--- src/rtl/core/tts_pkg.sv ---
package tts_pkg;

    typedef struct packed {
        logic signed [31:0] sub_diag;
        logic signed [31:0] main_diag;
        logic signed [31:0] super_diag;
        logic signed [31:0] rhs;
        logic [5:0]         idx;
        logic               is_last;
    } t_row;

    typedef struct packed {
        logic signed [31:0] solution;
        logic [5:0]         row_index;
        logic               singular;
        logic               last;
    } t_res;

    localparam logic signed [31:0] Q_MAX = 32'sh7fffffff;
    localparam logic signed [31:0] Q_MIN = 32'sh80000000;

    function automatic logic signed [31:0] sat32(input logic signed [64:0] v);
        logic signed [31:0] r;
        if (v > 65'sd2147483647)       r = Q_MAX;
        else if (v < -65'sd2147483648) r = Q_MIN;
        else                           r = v[31:0];
        return r;
    endfunction

    function automatic logic [31:0] mag32(input logic signed [31:0] v);
        return v[31] ? 32'(-v) : 32'(v);
    endfunction

    // Quotient for a zero divisor: saturates by the sign of the dividend, zero for a zero dividend.
    function automatic logic signed [31:0] zero_div(input logic signed [31:0] n);
        logic signed [31:0] r;
        if (n > 32'sd0)      r = Q_MAX;
        else if (n < 32'sd0) r = Q_MIN;
        else                 r = 32'sd0;
        return r;
    endfunction

endpackage

--- src/rtl/core/tts_fifo.sv ---
module tts_fifo #(
    parameter int W = 8
) (
    input  logic         i_clk,
    input  logic         i_rst_n,
    input  logic         i_push,
    input  logic [W-1:0] i_data,
    output logic         o_full,
    input  logic         i_pop,
    output logic [W-1:0] o_data,
    output logic         o_empty
);
    logic [W-1:0] r_mem [2];
    logic         r_wp, r_rp;
    logic [1:0]   r_cnt;
    logic         do_push, do_pop;

    assign o_full  = (r_cnt == 2'd2);
    assign o_empty = (r_cnt == 2'd0);
    assign do_push = i_push && !o_full;
    assign do_pop  = i_pop && !o_empty;
    assign o_data  = r_mem[r_rp];

    always_ff @(posedge i_clk) begin
        if (!i_rst_n) begin
            r_wp  <= 1'b0;
            r_rp  <= 1'b0;
            r_cnt <= 2'd0;
        end else begin
            if (do_push) r_wp <= !r_wp;
            if (do_pop)  r_rp <= !r_rp;
            r_cnt <= r_cnt + 2'(do_push) - 2'(do_pop);
        end
    end

    always_ff @(posedge i_clk) begin
        if (do_push) r_mem[r_wp] <= i_data;
    end
endmodule

--- src/rtl/core/tts_front.sv ---
module tts_front #(
    parameter int MAX_ROWS = 64
) (
    input  logic                i_clk,
    input  logic                i_rst_n,
    input  logic                push,
    output logic                full,
    input  logic signed [31:0]  i_sub_diag,
    input  logic signed [31:0]  i_main_diag,
    input  logic signed [31:0]  i_super_diag,
    input  logic signed [31:0]  i_rhs,
    input  logic                i_last_row,
    input  logic                i_pop,
    output tts_pkg::t_row       o_row,
    output logic                o_empty
);
    logic [5:0]    r_cnt;
    logic          accept;
    tts_pkg::t_row row;
    logic [$bits(tts_pkg::t_row)-1:0] q_out;

    assign accept = push && !full;

    // A system that reaches the row limit is closed there.
    always_comb begin
        row.sub_diag   = i_sub_diag;
        row.main_diag  = i_main_diag;
        row.super_diag = i_super_diag;
        row.rhs        = i_rhs;
        row.idx        = r_cnt;
        row.is_last    = i_last_row || (r_cnt == 6'(MAX_ROWS - 1));
    end

    always_ff @(posedge i_clk) begin
        if (!i_rst_n) begin
            r_cnt <= 6'd0;
        end else if (accept) begin
            r_cnt <= row.is_last ? 6'd0 : r_cnt + 6'd1;
        end
    end

    tts_fifo #(.W($bits(tts_pkg::t_row))) u_q (
        .i_clk   (i_clk),
        .i_rst_n (i_rst_n),
        .i_push  (push),
        .i_data  (row),
        .o_full  (full),
        .i_pop   (i_pop),
        .o_data  (q_out),
        .o_empty (o_empty)
    );

    assign o_row = tts_pkg::t_row'(q_out);
endmodule

--- config.mk ---
export PLATFORM = sky130hd
export DESIGN_NAME = tts_front
export DESIGN_NICKNAME = d
export VERILOG_FILES = /design/src/rtl/core/tts_pkg.sv /design/src/rtl/core/tts_fifo.sv /design/src/rtl/core/tts_front.sv
export SDC_FILE = /design/constraint.sdc
export NUM_CORES = 1
export LEC_CHECK = 0
export BUFFER_PORTS_ARGS = -buffer_cell sky130_fd_sc_hd__buf_2
export CAP_MARGIN = 0
export CORE_MARGIN = 8
export CORE_UTILIZATION = 40
export CTS_CLUSTER_DIAMETER = 60
export DETAILED_ROUTE_END_ITERATION = 10
export PLACE_DENSITY = 0.66
export SKIP_CTS_REPAIR_TIMING = 1
export SLEW_MARGIN = 20
export SYNTH_ARGS = -nofsm -noshare
export SYNTH_HDL_FRONTEND = slang
export SYNTH_SLANG_ARGS = --single-unit
--- constraint.sdc ---
create_clock -name i_clk -period 7.6 [get_ports i_clk]
set_clock_uncertainty 0.15 [all_clocks]
set_input_delay 1.14 -clock i_clk [delete_from_list [all_inputs] [get_ports i_clk]]
set_output_delay 1.14 -clock i_clk [all_outputs]
set_load 0.02 [all_outputs]
==> flow_metrics.tcl, run 1 <==
set metrics [dict create \
    status "finished clean" \
    synthesis_to_finish_area_growth_pct 26.37 \
    number_of_global_route_vias_before_repair 5538 \
    power_leakage_nw 4.785 \
    maxCapViolCount 0 \
    grt_setup_unrepaired "no" \
    synth_compound_area_share_pct 0.4766 \
    path_max_fanout 77 \
    drt_first_pass_iters 4 \
    slew_of_the_pin_with_the_lowest_slew_margin_ns 1.057 \
    setup_viol_count_final 0 \
    synthDominantAreaCellType "edfxtp_1" \
    arrival_ns 3.06 \
    post_drt_via_cell_ratio 4.721 \
    synth-xor-area-share_pct 0.3422 \
    worstSetupStartpointType "register" \
    sequential_cell_area_um2 8332 \
    clock_tree.htree_level_count 1 \
    cts_root_buffer "clkbuf_16" \
    dominant_combinational_cell_family_by_area_after_synthesis "multiplexers" \
    synth-seq-cells 281 \
    maxSlewHeadroom_pct 29.56 \
    antenna_found_initial 7 \
    ctsLongestPathBuffers 3 \
    multi_input_comb_area_um2 1814 \
    power_density_nw_per_um2 358.0 \
    syn-cell-area_um2 10240 \
    final_net_count 909 \
    synthSimpleGateAreaFrac_pct 1.564 \
    cts_buffers 30 \
    synth_async_sr_flop_share_pct 0 \
    dominantRegCellSynth "edfxtp_1" \
    io_buffers 269 \
    die_footprint_um2 30970 \
    worstSkewPairLatency_ns 0.53 \
    worst_hold_path_type "reg -> reg" \
    synth_cell_types 24 \
    final.period_utilization_pct 57.22 \
    route.detailed.wl_per_inst_um 18.80 \
    criticalPathCategory "reg -> out" \
    post_synth.cell_area_avg_um2 21.20 \
    fin_ws_ns 3.251 \
    finalCriticalPeriod_ns 4.349 \
    wirelength_um 21170 \
    drive_gt1_share_pct 57.05 \
    report.final.slew_viol_count 0 \
    yosys.area.top_type_share_pct 79.19 \
    mostFrequentLayoutCell "edfxtp_1" \
    fillerInstances 2100 \
    io_pins 270 \
    synthAdderAreaFrac_pct 0.3666 \
    synth.mux.area_fraction_pct 14.85 \
    max_freq_mhz 230.0 \
    antenna_violating_nets_post_route 0 \
    netlist_instances 483 \
    detailroute.via_count 5316 \
    hold-path-cell-count 2 \
    r2r.worst_path.cells 4 \
    floorplan.initialDensity_pct 40.66 \
    clock-sinks 281 \
    synth_sequential_area_ratio_pct 81.34 \
    worst-endpoint-required_ns 6.31 \
    drcViolationCount 0 \
    synth.top_cells.by_area "edfxtp_1 79%, mux2_2 15%, dfxtp_1 2.2%, buf_2 0.73%, ha_1 0.37%" \
    core.rowCount 58 \
    tritoncts "built" \
    synth_fp_nets 619 \
    grt-ovfl-total 0 \
    maximum_number_of_pins_on_one_net_before_global_route_repair 78 \
    setup_tns_ns 0 \
    detailed_router_s_first_iteration_violation_count 197 \
    critical_path_capture_point_type "output pin" \
    globalRouteTotalUtil_pct 12.98 \
    final_cell_mix "270 x edfxtp_1, 269 x buf_2, 135 x mux2_2, 31 x clkbuf_16, 12 x clkinv_1" \
    vdd_ir_max_mv 0.2288 \
    detailedPlacementHpwl_um 14050 \
    synth_enable_flop_cells 270 \
    chipWidth_um 176.0 \
    grt_pass1_wl_um 31600 \
    gp_congestion 0.7236 \
    dp_slack_ns 3.751 \
    synthesis.yosys.warnings 0 \
    fp.dieH_um 176.0 \
    cts.reportedPaths.clkPinSlew_ns 0.05 \
    fp.coreArea_um2 25180 \
    hold_vio_cnt_final 0 \
]
-- per-layer routing --
layer | GRT usage [%] | part of all wire (%) | up-vias
met5 | 0 | 0.38 | -
met4 | 3.956 | 3.0 | 12
met3 | 4.209 | 7.2 | 51
met2 | 21.78 | 50 | 187
met1 | 15.77 | 40 | 2570
li1 | - | - | 2496
-- synthesized netlist by cell type (all sizes together) (4+ instances only) --
library cell and instances:
a21oi 4, nor2 9, edfxtp 270, nand2 6
inv 5, buf 16, dfxtp 11, mux2 135
-- worst max-delay path, cell delays in order, from the launching register on --
cell and delay (ns):
dfxtp_4 0.87, buf_4 0.90, mux2_2 0.44, buf_2 0.16
-- where the power goes --
| group | switching (W) | leakage, nW | internal, W |
|---|---|---|---|
| clock network | 0.000552 | 0.457 | 0.000834 |
| registers | 0.0000898 | 2.62 | 0.00198 |
| logic | 0.000724 | 1.71 | 0.000456 |
| total | 0.00137 | 4.78 | 0.00327 |
-- flip-flops by register name (all words and copies together), names as in the netlist, named ones only --
| name | flops |
|---|---|
| u_q.r_mem | 270 |
| r_cnt | 6 |
| u_q.r_cnt | 2 |
| u_q.r_rp | 1 |
| u_q.r_wp | 1 |
-- through the flow --
stage | instance area [um2] | cells | power, W | hold slack (ns) | util, %
finish | 12940 | 1126 | 0.004632 | 0.3682 | 51.38
global route | 12940 | 1125 | 0.004838 | 0.3862 | 51.37
CTS | 12910 | 1123 | 0.004705 | 0.3677 | 51.25
detailed placement | 11960 | 1070 | 0.003307 | 0.3581 | 47.49
global placement | 11960 | 1070 | 0.003299 | 0.3396 | 47.49
floorplan | 10240 | 483 | 0.002910 | 0.3185 | -
-- final timing paths --
kind | endpoint | start | slack, ns
setup / recovery | o_row[6] | register | 3.25
hold / removal | r_cnt[1] | r_cnt[1] | 0.37
setup reg to reg | u_q.r_mem[0][124] | u_q.r_cnt[0] | 4.90
hold reg to reg | r_cnt[1] | r_cnt[1] | 0.37
-- area by class of cell --
cell class | instances | area share [%]
repair buffers | 274 | 10.85
clock inverters | 19 | 1.247
flip-flops and latches | 281 | 64.39
diodes | 2 | 0.03868
multi-input cells | 180 | 14.02
clock buffers | 34 | 6.083
inverters | 6 | 0.1741
well taps | 330 | 3.191
-- logic make-up after synthesis --
group,Yosys count
and+or+nand+nor,29
DFF,281
AOI/OAI and AO/OA,9
adders and majority gates,3
xor gates and xnor gates,4
muxes,135
buffers and inverters,22
Power figures use the tool's default switching activity.
==> inputs of run 2 (changes only) <==
--- a/config.mk
+++ b/config.mk
@@ -11,7 +11,6 @@
 export CORE_UTILIZATION = 40
 export CTS_CLUSTER_DIAMETER = 60
 export DETAILED_ROUTE_END_ITERATION = 10
-export PLACE_DENSITY = 0.66
 export SKIP_CTS_REPAIR_TIMING = 1
 export SLEW_MARGIN = 20
 export SYNTH_ARGS = -nofsm -noshare
==> constraint.sdc (replaced) <==
create_clock -name i_clk -period 4.5 [get_ports i_clk]
set_clock_uncertainty 0.15 [all_clocks]
set_input_delay 0.675 -clock i_clk [delete_from_list [all_inputs] [get_ports i_clk]]
set_output_delay 0.675 -clock i_clk [all_outputs]
set_load 0.02 [all_outputs]
==> flow_metrics.tcl, run 2 (synthesis results as in run 1) <==
set metrics [dict create \
    r2r.worst_path.cells 4 \
    antenna_found_initial 0 \
    criticalPathCategory "reg -> out" \
    switching_share_pct 29.66 \
    largest_register_ff_count 270 \
    chipWidth_um 176.0 \
    min_from "i_rhs[1]" \
    cts_root_buffer "clkbuf_16" \
    finalCriticalPeriod_ns 3.132 \
    status "finished clean" \
    clock-sinks 281 \
    final.period_utilization_pct 69.59 \
    wirelength_um 21220 \
    seq_power_share_pct 44.3 \
    post_drt_via_cell_ratio 4.728 \
    grt_setup_unrepaired "no" \
    worstSetupStartpointType "register" \
    hold_vio_cnt_final 0 \
    largest_register "u_q.r_mem" \
    detailed_router_s_first_iteration_violation_count 257 \
    timing.critical_path.cells "buf_12 -> mux2_2 -> buf_2" \
    final_cell_mix "270 x edfxtp_1, 269 x buf_2, 135 x mux2_2, 31 x clkbuf_16" \
    report.final.slew_viol_count 0 \
    vdd_ir_max_mv 0.3200 \
    setup_viol_count_final 0 \
    mostFrequentLayoutCell "edfxtp_1" \
    gp_congestion 0.7526 \
    multi_input_comb_area_um2 1814 \
    hold_path_end "u_q.r_mem[0][8]" \
    detailedPlacementHpwl_um 14050 \
    ctsLongestPathBuffers 3 \
    io_buffers 269 \
    detailroute.via_count 5314 \
    io_pins 270 \
    worst_hold_path_type "in -> reg" \
    cts.reportedPaths.clkPinSlew_ns 0.06 \
    drcViolationCount 0 \
    fp.dieH_um 176.0 \
    final_net_count 908 \
    grt_pass1_wl_um 31980 \
    postLayoutCoreUtil_pct 51.32 \
    regToRegStartpoint "u_q.r_cnt[0]" \
    antenna_violating_nets_post_route 0 \
    p_switching_w 0.002310 \
    clock_tree.htree_level_count 1 \
    grt-ovfl-total 0 \
    power.share.clock_pct 29.3 \
    die_footprint_um2 30970 \
    maxCapViolCount 0 \
    power_leakage_nw 4.778 \
    path_max_fanout 115 \
    fp.coreArea_um2 25180 \
    setup_tns_ns 0 \
    cts_buffers 30 \
    tritoncts "built" \
    worst-endpoint-required_ns 3.67 \
    insertedDiodeCount 0 \
    share_comb_of_total_power_pct 26.3 \
    crit-reg2reg-capture "u_q.r_mem[0][73]" \
    sequential_cell_area_um2 8332 \
    arrival_ns 2.31 \
    route.detailed.wl_per_inst_um 18.88 \
    critical_path_capture_point_type "output pin" \
    maximum_number_of_pins_on_one_net_before_global_route_repair 136 \
    globalRouteTotalUtil_pct 12.97 \
    critical_path.top_delay_family "buffers and inverters" \
    fillerInstances 2069 \
    slowest_stage_delay_on_critical_path_ns 0.53 \
    regToRegSetupSlack_ns 2.48 \
    slew_of_the_pin_with_the_lowest_slew_margin_ns 0.8647 \
    floorplan.initialDensity_pct 40.66 \
    drive_gt1_share_pct 56.93 \
    worstSkewPairLatency_ns 0.53 \
    max_freq_mhz 319.3 \
    maxSlewHeadroom_pct 42.36 \
    hold-path-cell-count 1 \
    number_of_global_route_vias_before_repair 5817 \
    power_report.internal_total_w 0.005478 \
    drt_first_pass_iters 4 \
    critPathBufInv 2 \
    power_density_nw_per_um2 602.6 \
    biggestRegsByFlops "u_q.r_mem (270), r_cnt (6), u_q.r_cnt (2)" \
    core.rowCount 58 \
    synthesis_to_finish_area_growth_pct 26.22 \
    crit_slowest_cell "dfxtp_4" \
]
## run 2: cell types whose count changed in the layout (fill, tap and decap cells not counted), moves of 2 or more
cell / previous run / this run
buf_12: 0 / 3
clkinv_1: 12 / 10
clkbuf_1: 3 / 6
diode_2: 2 / 0
buf_4: 4 / 1
## run 2: cell type report
type / count / share of cell area (%)
Timing Repair Buffer: 273 / 10.94
Multi-Input combinational cell: 180 / 14.04
Clock inverter: 17 / 1.007
Clock buffer: 37 / 6.177
Sequential cell: 281 / 64.47
Tap cell: 330 / 3.195
Inverter: 6 / 0.1743
## run 2: worst max path at each step
stage              from              end  slack, ns  depth (start not counted)
2_1_floorplan      push  u_q.r_mem[1][0]      0.009                          1
3_3_place_gp   register        o_row[55]       1.94                          3
3_5_place_dp   register        o_row[55]       1.93                          3
4_1_cts        register        o_row[55]       1.34                          3
5_1_grt        register        o_row[55]       1.26                          3
6_report       register        o_row[55]       1.37                          3
## run 2: power groups by stage
stage	registers [W]	clock network [W]	logic [W]
floorplan	0.00348	0	0.00142
global placement	0.00349	0	0.00207
detailed placement	0.00351	0	0.00209
CTS	0.00345	0.00236	0.00210
global route	0.00349	0.00245	0.00219
finish	0.00345	0.00228	0.00205
## run 2: metal layers
layer / wire length (um) / global-route usage [%] / vias to the layer above / share of wire (%)
met5: 0 / 0 / - / 0
met4: 420 / 3.886 / 0 / 2.0
met3: 1643 / 4.016 / 36 / 7.7
met2: 10440 / 22.12 / 194 / 49
met1: 8717 / 15.60 / 2599 / 41
li1: - / - / 2485 / -
## run 2: stage by stage
stage               power (W)  hold slack (ns)  std cells  setup slack, ns  area [um2]
global placement     0.005559           0.3510       1070            1.945       12000
global route         0.008132           0.1407       1124            1.255       12920
detailed placement   0.005592           0.3573       1070            1.932       12000
CTS                  0.007913           0.1393       1124            1.342       12920
floorplan            0.004899           0.3185        483         0.009356       10250
finish               0.007788           0.1760       1124            1.368       12920
==> inputs of run 3 (changes only) <==
==> constraint.sdc (replaced) <==
create_clock -name i_clk -period 3.1 [get_ports i_clk]
set_clock_uncertainty 0.15 [all_clocks]
set_input_delay 0.465 -clock i_clk [delete_from_list [all_inputs] [get_ports i_clk]]
set_output_delay 0.465 -clock i_clk [all_outputs]
set_load 0.02 [all_outputs]
==> flow_metrics.tcl, run 3 (synthesis results as in run 1) <==
set metrics [dict create \
    final.period_utilization_pct 87.05 \
    max_freq_mhz 370.6 \
    antenna_found_initial 1 \
    maxCapViolCount 0 \
    detailed_router_s_first_iteration_violation_count 275 \
    worst_hold_path_type "in -> reg" \
    switching_share_pct 29.50 \
    io_pins 270 \
    power_report.internal_total_w 0.008188 \
    clock_tree.htree_level_count 1 \
    hold_path_end "u_q.r_cnt[0]" \
    post_drt_via_cell_ratio 4.675 \
    share_comb_of_total_power_pct 27.2 \
    criticalPathCategory "reg -> out" \
    power.share.clock_pct 29.5 \
    largest_register_ff_count 270 \
    io_buffers 269 \
    worst-endpoint-required_ns 2.48 \
    drcViolationCount 0 \
    biggestRegsByFlops "u_q.r_mem (270), r_cnt (6), u_q.r_cnt (2)" \
    fillerInstances 1923 \
    grt-ovfl-total 0 \
    setup_tns_ns 0 \
    maxSlewHeadroom_pct 59.83 \
    power_leakage_nw 5.376 \
    grt_pass1_wl_um 32570 \
    hold_vio_cnt_final 0 \
    tritoncts "built" \
    detailedPlacementHpwl_um 14970 \
    fp.coreArea_um2 25180 \
    critPathBufInv 2 \
    setup_viol_count_final 0 \
    core.rowCount 58 \
    antenna_violating_nets_post_route 0 \
    p_switching_w 0.003426 \
    regToRegSetupSlack_ns 1.19 \
    floorplan.initialDensity_pct 40.66 \
    finalNonFillerCells 1261 \
    synthesis_to_finish_area_growth_pct 39.99 \
    cts.reportedPaths.clkPinSlew_ns 0.06 \
    wirelength_um 22920 \
    total_power_w 0.01161 \
    report.final.slew_viol_count 0 \
    postLayoutCoreUtil_pct 56.92 \
    regToRegStartpoint "u_q.r_cnt[0]" \
    min_from "i_rst_n" \
    largest_register "u_q.r_mem" \
    cts_root_buffer "clkbuf_16" \
    slew_of_the_pin_with_the_lowest_slew_margin_ns 0.6026 \
    maximum_number_of_pins_on_one_net_before_global_route_repair 104 \
    hold-path-cell-count 2 \
    critical_path_capture_point_type "output pin" \
    drive_gt1_share_pct 49.95 \
    timing.critical_path.cells "buf_12 -> mux2_2 -> buf_2" \
    grt_setup_unrepaired "no" \
    die_footprint_um2 30970 \
    final_net_count 1042 \
    slowest_stage_delay_on_critical_path_ns 0.64 \
    power_density_nw_per_um2 810.3 \
    seq_power_share_pct 43.3 \
    crit_slowest_cell "dfxtp_4" \
    detailroute.via_count 5895 \
    arrival_ns 2.08 \
    r2r.worst_path.cells 3 \
    chipWidth_um 176.0 \
    globalRouteTotalUtil_pct 13.27 \
    finalCriticalPeriod_ns 2.698 \
    route.detailed.wl_per_inst_um 18.18 \
    worstSetupStartpointType "register" \
    crit-reg2reg-capture "u_q.r_mem[1][19]" \
    status "finished clean" \
    ctsLongestPathBuffers 3 \
    final_cell_mix "270 x edfxtp_1, 269 x buf_2, 135 x mux2_2, 128 x dlygate4sd3_1, 31 x clkbuf_16" \
    vdd_ir_max_mv 0.6065 \
    gp_congestion 0.7342 \
    cts_buffers 30 \
    drt_first_pass_iters 4 \
    clock-sinks 281 \
    critical_path.top_delay_family "flip-flops" \
    path_max_fanout 46 \
    fp.dieH_um 176.0 \
    mostFrequentLayoutCell "edfxtp_1" \
    place.detailed.instances 1076 \
    hold-worst-slack_ns 0.02196 \
    number_of_global_route_vias_before_repair 5914 \
    worstSkewPairLatency_ns 0.53 \
]
run 3: cell count changes in the layout (fill, tap and decap cells not counted), moves of 2 or more:
cell and change:
dlygate4sd3_1 +128, clkinv_2 +2, diode_2 +2, clkinv_4 +2
clkbuf_1 -2, buf_12 +2, clkinv_1 -2, buf_4 +4
run 3: worst max-delay path by stage:
stage	start	to	slack, ns	depth (start not counted)
2_1_floorplan	push	u_q.r_mem[0][0]	-0.07	3
3_3_place_gp	register	o_row[44]	0.96	3
3_5_place_dp	register	o_row[34]	0.93	3
4_1_cts	register	o_row[34]	0.34	3
5_1_grt	register	o_row[77]	0.28	3
6_report	register	o_row[32]	0.40	3
run 3: per-layer routing:
layer / vias up / track usage [%] / part of all wire, %
met5: - / 0 / 0
met4: 0 / 4.133 / 1.9
met3: 36 / 4.294 / 8.0
met2: 218 / 22.65 / 50
met1: 2884 / 15.74 / 40
li1: 2757 / - / -
run 3: power groups by stage:
stage,combinational (W),clock (W),sequential (W)
6_report,0.00316,0.00342,0.00503
5_1_grt,0.00339,0.00367,0.00508
4_1_cts,0.00309,0.00352,0.00504
3_5_place_dp,0.00308,0,0.00511
3_3_place_gp,0.00304,0,0.00508
2_1_floorplan,0.00206,0,0.00504
run 3: through the flow:
stage	setup WS (ns)	instance area (um2)
after floorplan	-0.07457	10260
after global placement	0.9564	12080
after detailed placement	0.9304	12080
after CTS	0.3449	13050
after global routing	0.2820	14330
final	0.4015	14330
run 3: cell type report:
| cell class | instances | area (um2) | area share, % |
|---|---|---|---|
| antenna | 2 | 5.005 | 0.03492 |
| clock buffer | 35 | 790.8 | 5.517 |
| clock inverter | 20 | 178.9 | 1.248 |
| inverter | 6 | 22.52 | 0.1571 |
| multi-input combinational | 180 | 1824 | 12.73 |
| sequential | 281 | 8333 | 58.14 |
| tap | 330 | 412.9 | 2.881 |
| timing repair buffer | 407 | 2765 | 19.29 |
run 3: worst register-to-register path: cells and delay by family, from the launching register on:
kind / cells / cell delay, ns
AND/OR/NAND/NOR: 2 / 0.74
buffers and inverters: 1 / 0.37
flip-flops: 1 / 0.34
