**config.mk**
```make
export PLATFORM = sky130hd
export DESIGN_NAME = tts_fifo
export DESIGN_NICKNAME = d
export VERILOG_FILES = /design/src/rtl/core/tts_fifo.sv
export SDC_FILE = /design/constraint.sdc
export NUM_CORES = 1
export LEC_CHECK = 0
export ABC_AREA = 1
export BUFFER_PORTS_ARGS = -buffer_cell sky130_fd_sc_hd__buf_2
export CAP_MARGIN = 10
export CORE_MARGIN = 2
export CORE_UTILIZATION = 24
export DETAILED_ROUTE_END_ITERATION = 8
export RECOVER_POWER = 25
export SYNTH_ARGS = -nofsm -noshare
export SYNTH_HDL_FRONTEND = slang
export SYNTH_SLANG_ARGS = --single-unit
export TNS_END_PERCENT = 20
```
**constraint.sdc**
```tcl
create_clock -name i_clk -period 4.3 [get_ports i_clk]
set_clock_uncertainty 0.15 [all_clocks]
set_input_delay 0.43 -clock i_clk [delete_from_list [all_inputs] [get_ports i_clk]]
set_output_delay 0.43 -clock i_clk [all_outputs]
set_load 0.03 [all_outputs]
```
**src/rtl/core/tts_fifo.sv**
```systemverilog
module tts_fifo #(
    parameter int W = 8
) (
    input  logic         i_clk,
    input  logic         i_rst_n,
    input  logic         i_push,
    input  logic [W-1:0] i_data,
    output logic         o_full,
    input  logic         i_pop,
    output logic [W-1:0] o_data,
    output logic         o_empty
);
    logic [W-1:0] r_mem [2];
    logic         r_wp, r_rp;
    logic [1:0]   r_cnt;
    logic         do_push, do_pop;

    assign o_full  = (r_cnt == 2'd2);
    assign o_empty = (r_cnt == 2'd0);
    assign do_push = i_push && !o_full;
    assign do_pop  = i_pop && !o_empty;
    assign o_data  = r_mem[r_rp];

    always_ff @(posedge i_clk) begin
        if (!i_rst_n) begin
            r_wp  <= 1'b0;
            r_rp  <= 1'b0;
            r_cnt <= 2'd0;
        end else begin
            if (do_push) r_wp <= !r_wp;
            if (do_pop)  r_rp <= !r_rp;
            r_cnt <= r_cnt + 2'(do_push) - 2'(do_pop);
        end
    end

    always_ff @(posedge i_clk) begin
        if (do_push) r_mem[r_wp] <= i_data;
    end
endmodule

```
==> results of run 1 <==
synth_stat cells:
library cell / number
nand2_1: 9
inv_1: 9
edfxtp_1: 16
dfxtp_1: 5
a21oi_1: 2
nand3_1: 3
mux2_4: 8
ha_1: 2
buf_6: 1
nor2_2: 2
nor2_1: 6
layer usage:
layer  track usage (%)  vias to the layer above  part of all wire (%)
met2              9.11                       18                    42
li1                  -                      260                     -
met5                 0                        -                     0
met1              8.57                      207                    48
met4              4.08                        0                  0.49
met3              3.35                        2                   9.6
kinds of logic (layout without fill, tap and decap cells):
group / count (synthesis) / count (layout) / share of synthesized area (%)
buffers and inverters: 10 / 34 / 5.21
flip-flops: 21 / 21 / 67.1
adder cells (fa/ha/maj): 2 / 2 / 2.89
AO/OA/AOI/OAI: 2 / 2 / 1.16
AND/OR/NAND/NOR: 20 / 20 / 9.69
multiplexers: 8 / 8 / 13.9
cells in the final DEF (no fill, tap or decap):
cell type / instances
ha_1: 2
dfxtp_1: 5
nand2_1: 9
clkbuf_1: 5
a21oi_1: 2
nand3_1: 3
nor2_1: 6
buf_2: 17
edfxtp_1: 16
inv_1: 9
mux2_4: 8
clkbuf_4: 3
nor2_2: 2
power by group through the flow:
stage / logic, mW / registers (mW) / clock network (mW)
after floorplan: 0.203 / 0.279 / 0
after detailed placement: 0.240 / 0.294 / 0
after global routing: 0.263 / 0.293 / 0.104
after CTS: 0.241 / 0.289 / 0.0936
final: 0.236 / 0.288 / 0.0907
after global placement: 0.237 / 0.293 / 0
through the flow:
| step | std cells | util, % |
|---|---|---|
| 2_1_floorplan | 63 | - |
| 3_3_place_gp | 129 | 30.0 |
| 3_5_place_dp | 129 | 30.0 |
| 4_1_cts | 133 | 30.7 |
| 5_1_grt | 133 | 30.6 |
| 6_report | 133 | 30.6 |
flip-flops by register name, indices dropped and copies added, names as in the netlist, named ones only:
name / cells
r_mem: 16
r_cnt: 2
r_rp: 1
r_wp: 1
worst paths after layout:
kind | start | to | slack (ps) | depth (start not counted)
worst max-delay path | flop | o_data[0] | 2280 | 2
worst min-delay path | i_data[2] | r_mem[0][2] | 170 | 1
worst max register to register | r_cnt[0] | r_mem[0][2] | 2600 | 4
worst min register to register | r_rp | flop | 360 | 2
layout make-up:
type                    count  area (µm²)
fillers                   339        2350
flip-flops and latches     21         581
multi-input cells          32         239
repair buffers             21         100
well taps                  46        57.6
inverters                   9        33.8
clock buffers               4        26.3
==> metrics.txt, run 1 <==
# TYPE chip_impl_metric gauge
chip_impl_metric{name="die_height",unit="µm"} 64.0
chip_impl_metric{name="cp_data_arrival_time",unit="ps"} 1440
chip_impl_metric{name="hold_buffer_count_at_cts",unit=""} 0
chip_impl_metric{name="ant_nets",unit=""} 0
chip_impl_metric{name="top_level_ports",unit=""} 22
chip_impl_metric{name="ys_seq_elements",unit=""} 21
chip_impl_metric{name="grt_antenna_before_repair",unit=""} 0
chip_impl_info{name="clock_tree_from_tritoncts",value="yes"} 1
chip_impl_metric{name="via_per_inst",unit=""} 3.66
chip_impl_metric{name="design.final.nets",unit=""} 102
chip_impl_info{name="cp_cell_sequence",value="mux2_4 -> buf_2"} 1
chip_impl_metric{name="areaGrowthSynthToFinish",unit="%"} 20.0
chip_impl_metric{name="max_cap_violations",unit=""} 0
chip_impl_metric{name="detailed_place_hpwl",unit="µm"} 977
chip_impl_info{name="cts_root_buffer",value="clkbuf_4"} 1
chip_impl_metric{name="switching_share",unit="%"} 36.7
chip_impl_metric{name="clkSlewWorstSetupHoldPaths",unit="ps"} 100
chip_impl_info{name="hp-class",value="in2reg"} 1
chip_impl_metric{name="synth_top_cell_area_share",unit="%"} 55.6
chip_impl_metric{name="netlist_instances",unit=""} 63
chip_impl_info{name="worstSetupPathType",value="reg2out"} 1
chip_impl_metric{name="numClockSinks",unit=""} 21
chip_impl_metric{name="initialDrtViolationCount",unit=""} 6
chip_impl_metric{name="finalPower",unit="mW"} 0.614
chip_impl_metric{name="power.combinational.fraction",unit="%"} 38.4
chip_impl_metric{name="timing.critical_path.fanout_max",unit=""} 8
chip_impl_metric{name="remaining_drc_errors",unit=""} 0
chip_impl_metric{name="clock_latency",unit="ps"} 290
chip_impl_metric{name="track_usage",unit="%"} 6.77
chip_impl_info{name="critical_path_sink_type",value="output pin"} 1
chip_impl_metric{name="share_clk_of_total_power",unit="%"} 14.8
chip_impl_metric{name="antenna_diode_count",unit=""} 0
chip_impl_metric{name="design.core.area",unit="µm²"} 3390
chip_impl_info{name="timing.critical_path.from_type",value="flop"} 1
chip_impl_metric{name="max_freq",unit="GHz"} 0.495
chip_impl_metric{name="overall_via_count_from_detail_route",unit=""} 487
chip_impl_metric{name="place.gp.congestion",unit=""} 0.637
chip_impl_metric{name="detail_route.wirelength",unit="mm"} 1.22
chip_impl_metric{name="port-buffer-count",unit=""} 21
chip_impl_metric{name="critPathRequiredTime",unit="ps"} 3720
chip_impl_metric{name="grt_pass1_wl",unit="mm"} 2.06
chip_impl_info{name="outcome",value="finished, final reports clean"} 1
chip_impl_metric{name="internal_pwr_total",unit="mW"} 0.389
chip_impl_metric{name="drv_slew",unit=""} 0
chip_impl_metric{name="timing_hold_violations_final",unit=""} 0
chip_impl_metric{name="synthesis.area_per_instance",unit="µm²"} 13.7
chip_impl_metric{name="post-cts-setup-buffers",unit=""} 0
chip_impl_metric{name="seq_area_frac_synth",unit="%"} 67.1
chip_impl_metric{name="pwr_density_cell",unit="nW/µm²"} 592
chip_impl_metric{name="layout-drive-gt1-share",unit="%"} 34.5
chip_impl_metric{name="clock_tree.buffer_depth",unit=""} 2
chip_impl_metric{name="vias_in_the_first_global_route",unit=""} 445
chip_impl_metric{name="finalCriticalPeriod",unit="ps"} 2020
chip_impl_metric{name="final-setup-viol-count",unit=""} 0
chip_impl_metric{name="syn-num-nets",unit=""} 77
chip_impl_info{name="critical-path-top-delay-family",value="flip-flops"} 1
chip_impl_metric{name="dp_slack",unit="ps"} 2580
chip_impl_metric{name="numCtsBuffers",unit=""} 3
chip_impl_metric{name="final_design_area_no_fill",unit="µm²"} 1040
chip_impl_metric{name="leakagePower",unit="nW"} 0.446
chip_impl_metric{name="timing_worst_slew_pin_value",unit="ps"} 695
chip_impl_metric{name="cp_num_buf_inv",unit=""} 1
chip_impl_metric{name="drtPass1Iterations",unit=""} 3
chip_impl_metric{name="die_w",unit="µm"} 64.0
chip_impl_info{name="post-synth-top-area-cell",value="edfxtp_1"} 1
chip_impl_metric{name="max_stage_delay",unit="ps"} 640
chip_impl_metric{name="vdd_ir_drop_max",unit="mV"} 0.183
chip_impl_metric{name="synth_cell_types",unit=""} 11
chip_impl_metric{name="worst_slew_margin_rel",unit="%"} 53.5
chip_impl_metric{name="grt_start_max_net_pins",unit=""} 12
chip_impl_info{name="critPathSlowestCell",value="dfxtp_1"} 1
chip_impl_metric{name="syn_area",unit="µm²"} 865
chip_impl_metric{name="globalRouteOverflowTotal",unit=""} 0
chip_impl_info{name="rsz0062_at_grt",value="false"} 1
chip_impl_metric{name="cts_resized",unit=""} 0
chip_impl_metric{name="fin_hold_ws",unit="ps"} 173
chip_impl_metric{name="cts_htree_levels",unit=""} 1
chip_impl_metric{name="pwr-share-seq",unit="%"} 46.8
chip_impl_metric{name="dieArea",unit="µm²"} 4100
chip_impl_metric{name="power.switching",unit="mW"} 0.225
chip_impl_metric{name="setup-tns-final",unit="ps"} 0
chip_impl_metric{name="ys_warn_count",unit=""} 0
chip_impl_metric{name="post-route-period-util",unit="%"} 47.0
chip_impl_metric{name="final.setup.worst_slack",unit="ps"} 2280
chip_impl_info{name="synth_area_leaders",value="edfxtp_1 56%, mux2_4 14%, dfxtp_1 12%"} 1
chip_impl_metric{name="initial_core_utilization",unit="%"} 25.5
chip_impl_metric{name="dpl-instance-area",unit="µm²"} 1020
chip_impl_metric{name="detail_route.wl_per_cell",unit="µm"} 9.18
chip_impl_metric{name="std_cell_rows",unit=""} 21
Note: power is estimated with default switching activity, not from simulation.
==> run 2: changes to the inputs <==
--- a/config.mk
+++ b/config.mk
@@ -5,7 +5,7 @@
 export SDC_FILE = /design/constraint.sdc
 export NUM_CORES = 1
 export LEC_CHECK = 0
-export ABC_AREA = 1
+export ABC_AREA = 0
 export BUFFER_PORTS_ARGS = -buffer_cell sky130_fd_sc_hd__buf_2
 export CAP_MARGIN = 10
 export CORE_MARGIN = 2
==> constraint.sdc (replaced) <==
create_clock -name i_clk -period 1.89 [get_ports i_clk]
set_clock_uncertainty 0.15 [all_clocks]
set_input_delay 0.189 -clock i_clk [delete_from_list [all_inputs] [get_ports i_clk]]
set_output_delay 0.189 -clock i_clk [all_outputs]
set_load 0.03 [all_outputs]
==> run 2 against run 1 <==
Against the previous run:
- cell area increased by 5.9%
- total power increased by 130%
- worst setup slack got worse by 2200 ps
- largest cell class unchanged
- first-iteration DRC count decreased by 100%
- critical endpoint is now r_cnt[1]
==> metrics.txt, run 2 <==
# TYPE chip_impl_metric gauge
chip_impl_info{name="synth_most_common_cell",value="edfxtp_1"} 1
chip_impl_metric{name="pwr_density_cell",unit="nW/µm²"} 1300
chip_impl_metric{name="top_level_ports",unit=""} 22
chip_impl_metric{name="finalPower",unit="mW"} 1.43
chip_impl_metric{name="max_cap_violations",unit=""} 0
chip_impl_metric{name="remaining_drc_errors",unit=""} 0
chip_impl_metric{name="power.combinational.fraction",unit="%"} 38.5
chip_impl_metric{name="power.switching",unit="mW"} 0.518
chip_impl_metric{name="internal_pwr_total",unit="mW"} 0.915
chip_impl_metric{name="ys_warn_count",unit=""} 0
chip_impl_metric{name="track_usage",unit="%"} 7.66
chip_impl_metric{name="via_per_inst",unit=""} 3.91
chip_impl_metric{name="fin_util",unit="%"} 33.4
chip_impl_metric{name="detail_route.wirelength",unit="mm"} 1.43
chip_impl_metric{name="timing_hold_violations_final",unit=""} 0
chip_impl_metric{name="numCtsBuffers",unit=""} 3
chip_impl_metric{name="synthesis.area_per_instance",unit="µm²"} 15.6
chip_impl_metric{name="largest_register_ffs",unit=""} 16
chip_impl_metric{name="ys_seq_elements",unit=""} 21
chip_impl_metric{name="max_freq",unit="GHz"} 0.561
chip_impl_info{name="synth_area_leaders",value="edfxtp_1 59%, dfxtp_1 12%, mux2_2 11%"} 1
chip_impl_metric{name="place.gp.congestion",unit=""} 0.657
chip_impl_metric{name="post-route-period-util",unit="%"} 94.4
chip_impl_info{name="commonest_non_fill_non_tap_cells_in_the_layout",value="17 x buf_2, 16 x edfxtp_1, 9 x dlygate4sd3_1"} 1
chip_impl_metric{name="design.core.area",unit="µm²"} 3280
chip_impl_metric{name="antenna_diode_count",unit=""} 0
chip_impl_metric{name="fillCellCount",unit=""} 338
chip_impl_metric{name="critPathRequiredTime",unit="ps"} 1960
chip_impl_metric{name="vias_in_the_first_global_route",unit=""} 505
chip_impl_info{name="cts_root_buffer",value="clkbuf_4"} 1
chip_impl_info{name="ys.flop_type",value="edfxtp_1"} 1
chip_impl_metric{name="grt_pass1_wl",unit="mm"} 2.21
chip_impl_metric{name="die_height",unit="µm"} 62.2
chip_impl_metric{name="dpl-instance-area",unit="µm²"} 977
chip_impl_metric{name="drv_slew",unit=""} 0
chip_impl_info{name="register_with_the_highest_flop_count",value="r_mem"} 1
chip_impl_metric{name="vdd_ir_drop_max",unit="mV"} 0.502
chip_impl_info{name="rsz0062_at_grt",value="false"} 1
chip_impl_metric{name="cts_htree_levels",unit=""} 1
chip_impl_metric{name="synth_top_cell_area_share",unit="%"} 59.2
chip_impl_info{name="timing.critical_path.from_type",value="flop"} 1
chip_impl_info{name="clock_tree_from_tritoncts",value="yes"} 1
chip_impl_metric{name="grt_start_max_net_pins",unit=""} 12
chip_impl_metric{name="multiInputGateArea",unit="µm²"} 223
chip_impl_metric{name="dieArea",unit="µm²"} 3860
chip_impl_metric{name="initialDrtViolationCount",unit=""} 0
chip_impl_metric{name="grt_antenna_before_repair",unit=""} 0
chip_impl_metric{name="leakagePower",unit="nW"} 0.441
chip_impl_metric{name="pwr-share-seq",unit="%"} 47.4
chip_impl_metric{name="setup-tns-final",unit="ps"} 0
chip_impl_metric{name="dp_slack",unit="ps"} 73.0
chip_impl_info{name="critical-path-top-delay-family",value="adder cells"} 1
chip_impl_info{name="cp_cell_sequence",value="o21a_2 -> ha_1 -> inv_1 -> ha_1 -> xor2_1 -> and2_2 -> nor3_1"} 1
chip_impl_info{name="critPathSlowestCell",value="dfxtp_2"} 1
chip_impl_metric{name="share_clk_of_total_power",unit="%"} 14.1
chip_impl_metric{name="final_design_area_no_fill",unit="µm²"} 1100
chip_impl_metric{name="final.setup.worst_slack",unit="ps"} 107
chip_impl_info{name="worstSetupPathType",value="reg2reg"} 1
chip_impl_metric{name="final-setup-viol-count",unit=""} 0
chip_impl_metric{name="drtPass1Iterations",unit=""} 1
chip_impl_info{name="hp-class",value="in2reg"} 1
chip_impl_metric{name="syn-num-nets",unit=""} 66
chip_impl_metric{name="syn_area",unit="µm²"} 812
chip_impl_metric{name="seq_area_frac_synth",unit="%"} 71.5
chip_impl_metric{name="design.final.nets",unit=""} 101
chip_impl_metric{name="initial_core_utilization",unit="%"} 24.7
chip_impl_metric{name="max_stage_delay",unit="ps"} 370
chip_impl_metric{name="std_cell_rows",unit=""} 21
chip_impl_info{name="path_common_cell",value="ha_1"} 1
chip_impl_info{name="synth_top_cells_by_count",value="16 x edfxtp_1, 8 x mux2_2, 5 x dfxtp_1, 5 x nor2_1, 3 x inv_1"} 1
chip_impl_metric{name="overall_via_count_from_detail_route",unit=""} 516
chip_impl_metric{name="port-buffer-count",unit=""} 21
chip_impl_metric{name="finalCriticalPeriod",unit="ps"} 1780
chip_impl_metric{name="worst_setup_slack_for_register_to_register_paths",unit="ps"} 110
chip_impl_metric{name="clock_tree.buffer_depth",unit=""} 2
chip_impl_info{name="post-synth-top-area-cell",value="edfxtp_1"} 1
chip_impl_metric{name="async_reset_ff_share",unit="%"} 0
chip_impl_metric{name="numClockSinks",unit=""} 21
chip_impl_info{name="critical_path_sink_type",value="flop"} 1
chip_impl_metric{name="clkSlewWorstSetupHoldPaths",unit="ps"} 110
chip_impl_metric{name="timing_worst_slew_pin_value",unit="ps"} 389
chip_impl_metric{name="synth_cell_types",unit=""} 17
chip_impl_metric{name="seq_area",unit="µm²"} 583
chip_impl_metric{name="clock_latency",unit="ps"} 290
chip_impl_metric{name="timing.critical_path.fanout_max",unit=""} 5
chip_impl_info{name="layout_top_registers",value="r_mem: 16 flops, r_cnt: 2 flops"} 1
chip_impl_metric{name="worst_slew_margin_rel",unit="%"} 74.0
chip_impl_metric{name="netlist_instances",unit=""} 52
chip_impl_metric{name="switching_share",unit="%"} 36.2
chip_impl_metric{name="cp_data_arrival_time",unit="ps"} 1850
chip_impl_metric{name="ant_nets",unit=""} 0
chip_impl_metric{name="areaGrowthSynthToFinish",unit="%"} 35.3
chip_impl_metric{name="cp_num_buf_inv",unit=""} 1
chip_impl_info{name="leading_cell_type_in_the_layout_fill_and_taps_excluded",value="buf_2"} 1
chip_impl_metric{name="globalRouteOverflowTotal",unit=""} 0
chip_impl_metric{name="number_of_synthesized_flops_with_an_enable_pin",unit=""} 16
chip_impl_metric{name="detail_route.wl_per_cell",unit="µm"} 10.9
chip_impl_metric{name="layout-drive-gt1-share",unit="%"} 39.5
chip_impl_info{name="outcome",value="finished, final reports clean"} 1
chip_impl_metric{name="die_w",unit="µm"} 62.2
run 2: final timing paths:
check,end,start,cells past startpoint
max,r_cnt[1],r_cnt[1],7
min,r_wp,i_push,3
max reg2reg,r_cnt[1],r_cnt[1],7
min reg2reg,r_wp,r_wp,2
run 2: kinds of logic after synthesis:
kind of cell    after synthesis  share of synthesized area (%)
xor+xnor                      2                           2.16
buf+inv                       4                           2.00
mux                           9                           12.3
simple gates                 13                           7.86
flops                        21                           71.5
fa+ha+maj                     2                           3.08
compound gates                1                           1.08
run 2: area by class of cell:
class | count | area share (%)
multi-input cells | 27 | 20.3
well taps | 46 | 5.24
inverters | 3 | 1.03
repair buffers | 31 | 18.0
flip-flops and latches | 21 | 53.1
clock buffers | 4 | 2.39
run 2: timing repair:
item / CTS / global route
resized for setup: 0 / 3
hold buffers: 8 / 1
hold endpoints to repair: 16 / 1
setup endpoints to repair: 0 / 1
setup buffers: 0 / 0
run 2: worst register-to-register path: stages (launching register included):
cell	delay (ps)
dfxtp_2	370
o21a_2	240
ha_1	270
inv_1	30
ha_1	180
xor2_1	150
and2_2	190
nor3_1	130
run 2: routing by layer:
layer	GRT usage [%]	share of wire, %
met5	0	0
met4	4.17	0.35
met3	3.44	6.7
met2	13.2	53
met1	7.74	40
run 2: power by group through the flow:
stage          logic (mW)  registers (mW)  clock network, mW
6_report            0.552           0.680              0.202
5_1_grt             0.594           0.696              0.236
4_1_cts             0.552           0.672              0.216
3_5_place_dp        0.535           0.682                  0
3_3_place_gp        0.525           0.675                  0
2_1_floorplan       0.423           0.642                  0
run 2: through the flow:
stage | hold WS (ps) | instances
global placement | 230 | 119
finish | 81.3 | 132
global route | 75.3 | 132
detailed placement | 230 | 119
CTS | 4.90 | 131
floorplan | 138 | 52
==> run 3: changes to the inputs <==
--- a/config.mk
+++ b/config.mk
@@ -12,6 +12,7 @@
 export CORE_UTILIZATION = 24
 export DETAILED_ROUTE_END_ITERATION = 8
 export RECOVER_POWER = 25
+export REMOVE_ABC_BUFFERS = 1
 export SYNTH_ARGS = -nofsm -noshare
 export SYNTH_HDL_FRONTEND = slang
 export SYNTH_SLANG_ARGS = --single-unit
==> run 3 against run 2 <==
Against the previous run:
- largest power group unchanged
- hold slack improved by 10 ps
- register-to-register slack worse by 20 ps
- first-iteration DRC count increased by 19
- count of clock-buffer cells in the layout unchanged
- largest cell class unchanged
==> metrics.txt, run 3 (same netlist as run 2, synthesis figures left out) <==
# TYPE chip_impl_metric gauge
chip_impl_metric{name="fin_util",unit="%"} 33.4
chip_impl_metric{name="die_w",unit="µm"} 62.2
chip_impl_metric{name="layout-drive-gt1-share",unit="%"} 36.8
chip_impl_info{name="worstSetupPathType",value="reg2reg"} 1
chip_impl_metric{name="clock_tree.buffer_depth",unit=""} 2
chip_impl_metric{name="track_usage",unit="%"} 7.31
chip_impl_metric{name="dpl.cell_count",unit=""} 119
chip_impl_metric{name="cp_data_arrival_time",unit="ps"} 1870
chip_impl_metric{name="post-route-period-util",unit="%"} 95.6
chip_impl_info{name="critical_path_sink_type",value="flop"} 1
chip_impl_metric{name="cts_htree_levels",unit=""} 1
chip_impl_metric{name="ant_nets",unit=""} 0
chip_impl_metric{name="numCtsBuffers",unit=""} 3
chip_impl_metric{name="timing_hold_violations_final",unit=""} 0
chip_impl_metric{name="vias_in_the_first_global_route",unit=""} 494
chip_impl_info{name="rsz0062_at_grt",value="false"} 1
chip_impl_metric{name="clkSlewWorstSetupHoldPaths",unit="ps"} 110
chip_impl_metric{name="numClockSinks",unit=""} 21
chip_impl_metric{name="finalCriticalPeriod",unit="ps"} 1810
chip_impl_metric{name="final-setup-viol-count",unit=""} 0
chip_impl_metric{name="cp_num_buf_inv",unit=""} 1
chip_impl_metric{name="detail_route.wirelength",unit="mm"} 1.32
chip_impl_metric{name="max_freq",unit="GHz"} 0.554
chip_impl_metric{name="std_cell_rows",unit=""} 21
chip_impl_metric{name="timing_worst_slew_pin_value",unit="ps"} 388
chip_impl_metric{name="initial_core_utilization",unit="%"} 24.7
chip_impl_metric{name="globalRouteOverflowTotal",unit=""} 0
chip_impl_info{name="outcome",value="finished, final reports clean"} 1
chip_impl_metric{name="drv_slew",unit=""} 0
chip_impl_info{name="worstReg2RegEnd",value="r_cnt[1]"} 1
chip_impl_metric{name="design.core.area",unit="µm²"} 3280
chip_impl_metric{name="leakagePower",unit="nW"} 0.440
chip_impl_info{name="layout_top_registers",value="r_mem: 16 flops, r_cnt: 2 flops"} 1
chip_impl_metric{name="port-buffer-count",unit=""} 21
chip_impl_metric{name="worst_setup_slack_for_register_to_register_paths",unit="ps"} 80
chip_impl_info{name="cp_cell_sequence",value="nand2b_1 -> nand2_1 -> ha_1 -> inv_1 -> ha_1 -> xor2_1 -> and2_2 -> nor3_1"} 1
chip_impl_metric{name="largest_register_ffs",unit=""} 16
chip_impl_info{name="clock_tree_from_tritoncts",value="yes"} 1
chip_impl_info{name="timing.critical_path.from_type",value="flop"} 1
chip_impl_metric{name="pwr_density_cell",unit="nW/µm²"} 1300
chip_impl_metric{name="initialDrtViolationCount",unit=""} 19
chip_impl_info{name="min_to",value="r_wp"} 1
chip_impl_metric{name="dieArea",unit="µm²"} 3860
chip_impl_metric{name="antenna_diode_count",unit=""} 0
chip_impl_metric{name="timing.critical_path.fanout_max",unit=""} 3
chip_impl_metric{name="setup-tns-final",unit="ps"} 0
chip_impl_metric{name="vdd_ir_drop_max",unit="mV"} 0.414
chip_impl_info{name="hp-start",value="i_push"} 1
chip_impl_metric{name="drtPass1Iterations",unit=""} 4
chip_impl_info{name="register_with_the_highest_flop_count",value="r_mem"} 1
chip_impl_metric{name="rr_worst_depth",unit=""} 8
chip_impl_metric{name="overall_via_count_from_detail_route",unit=""} 498
chip_impl_info{name="hp-class",value="in2reg"} 1
chip_impl_metric{name="grt_start_max_net_pins",unit=""} 12
chip_impl_metric{name="top_level_ports",unit=""} 22
chip_impl_metric{name="detail_route.wl_per_cell",unit="µm"} 9.92
chip_impl_metric{name="grt_antenna_before_repair",unit=""} 0
chip_impl_info{name="crit-reg2reg-launch",value="r_cnt[0]"} 1
chip_impl_metric{name="remaining_drc_errors",unit=""} 0
chip_impl_metric{name="min_path_cells",unit=""} 3
chip_impl_metric{name="grt_pass1_wl",unit="mm"} 2.19
chip_impl_info{name="critPathSlowestCell",value="dfxtp_2"} 1
chip_impl_metric{name="critPathRequiredTime",unit="ps"} 1950
chip_impl_metric{name="max_cap_violations",unit=""} 0
chip_impl_metric{name="areaGrowthSynthToFinish",unit="%"} 35.0
chip_impl_metric{name="via_per_inst",unit=""} 3.74
chip_impl_info{name="commonest_non_fill_non_tap_cells_in_the_layout",value="16 x buf_2, 16 x edfxtp_1, 9 x dlygate4sd3_1"} 1
chip_impl_info{name="path_common_cell",value="ha_1"} 1
chip_impl_metric{name="clock_latency",unit="ps"} 290
chip_impl_metric{name="place.gp.congestion",unit=""} 0.651
chip_impl_metric{name="worst_slew_margin_rel",unit="%"} 74.1
chip_impl_info{name="critical-path-top-delay-family",value="simple AND/OR/NAND/NOR gates"} 1
chip_impl_metric{name="die_height",unit="µm"} 62.2
chip_impl_metric{name="detailed_place_hpwl",unit="µm"} 974
chip_impl_info{name="cts_root_buffer",value="clkbuf_4"} 1
chip_impl_metric{name="finish.cell_count_without_fillers",unit=""} 133
chip_impl_metric{name="max_stage_delay",unit="ps"} 350
chip_impl_metric{name="design.final.nets",unit=""} 102
-- run 3: layer usage --
metal	global-route usage (%)	wire, µm
met5	0	0
met4	2.50	0
met1	9.00	586
met2	11.4	649
met3	3.26	83
-- run 3: what timing repair did --
action,in CTS,in global routing
buffers inserted,0,1
hold buffers,9,0
resized for setup,0,1
endpoints found under the setup margin,0,1
endpoints found under the hold margin,17,0
-- run 3: worst max path at each step --
stage | start | end | slack [ps] | depth (start not counted)
2_1_floorplan | r_cnt[0] | r_cnt[1] | 190 | 8
3_3_place_gp | r_cnt[0] | r_cnt[1] | 140 | 8
3_5_place_dp | r_cnt[0] | r_cnt[1] | 60 | 8
4_1_cts | r_cnt[0] | r_cnt[1] | 20 | 8
5_1_grt | r_cnt[0] | r_cnt[1] | 3 | 8
6_report | r_cnt[0] | r_cnt[1] | 80 | 8
-- run 3: tightest hold or removal path: cells and delay by family --
family / cells / cell delay [ps]
and+or+nand+nor: 1 / 110
muxes: 1 / 80
buffers and inverters: 1 / 100
-- run 3: where the power goes --
part / internal, mW / switching [mW] / total, mW / leakage [nW]
logic: 0.226 / 0.327 / 0.553 / 0.234
registers: 0.604 / 0.0606 / 0.665 / 0.191
clock network: 0.0819 / 0.120 / 0.202 / 0.0150
-- run 3: metrics by stage --
stage | hold slack (ps) | power, mW | setup slack, ps | cell area, µm²
3_3_place_gp | 230 | 1.20 | 141 | 977
4_1_cts | 87.3 | 1.43 | 18.9 | 1090
6_report | 91.8 | 1.42 | 83.6 | 1100
3_5_place_dp | 232 | 1.21 | 58.2 | 977
2_1_floorplan | 138 | 1.06 | 195 | 807
5_1_grt | 86.5 | 1.51 | 3.19 | 1100
-- run 3: cell type report --
class / count / area, µm²
fillers: 341 / 2190
multi-input cells: 27 / 215
flip-flops and latches: 21 / 582
repair buffers: 32 / 204
well taps: 46 / 57.6
clock buffers: 4 / 26.3
inverters: 3 / 11.3
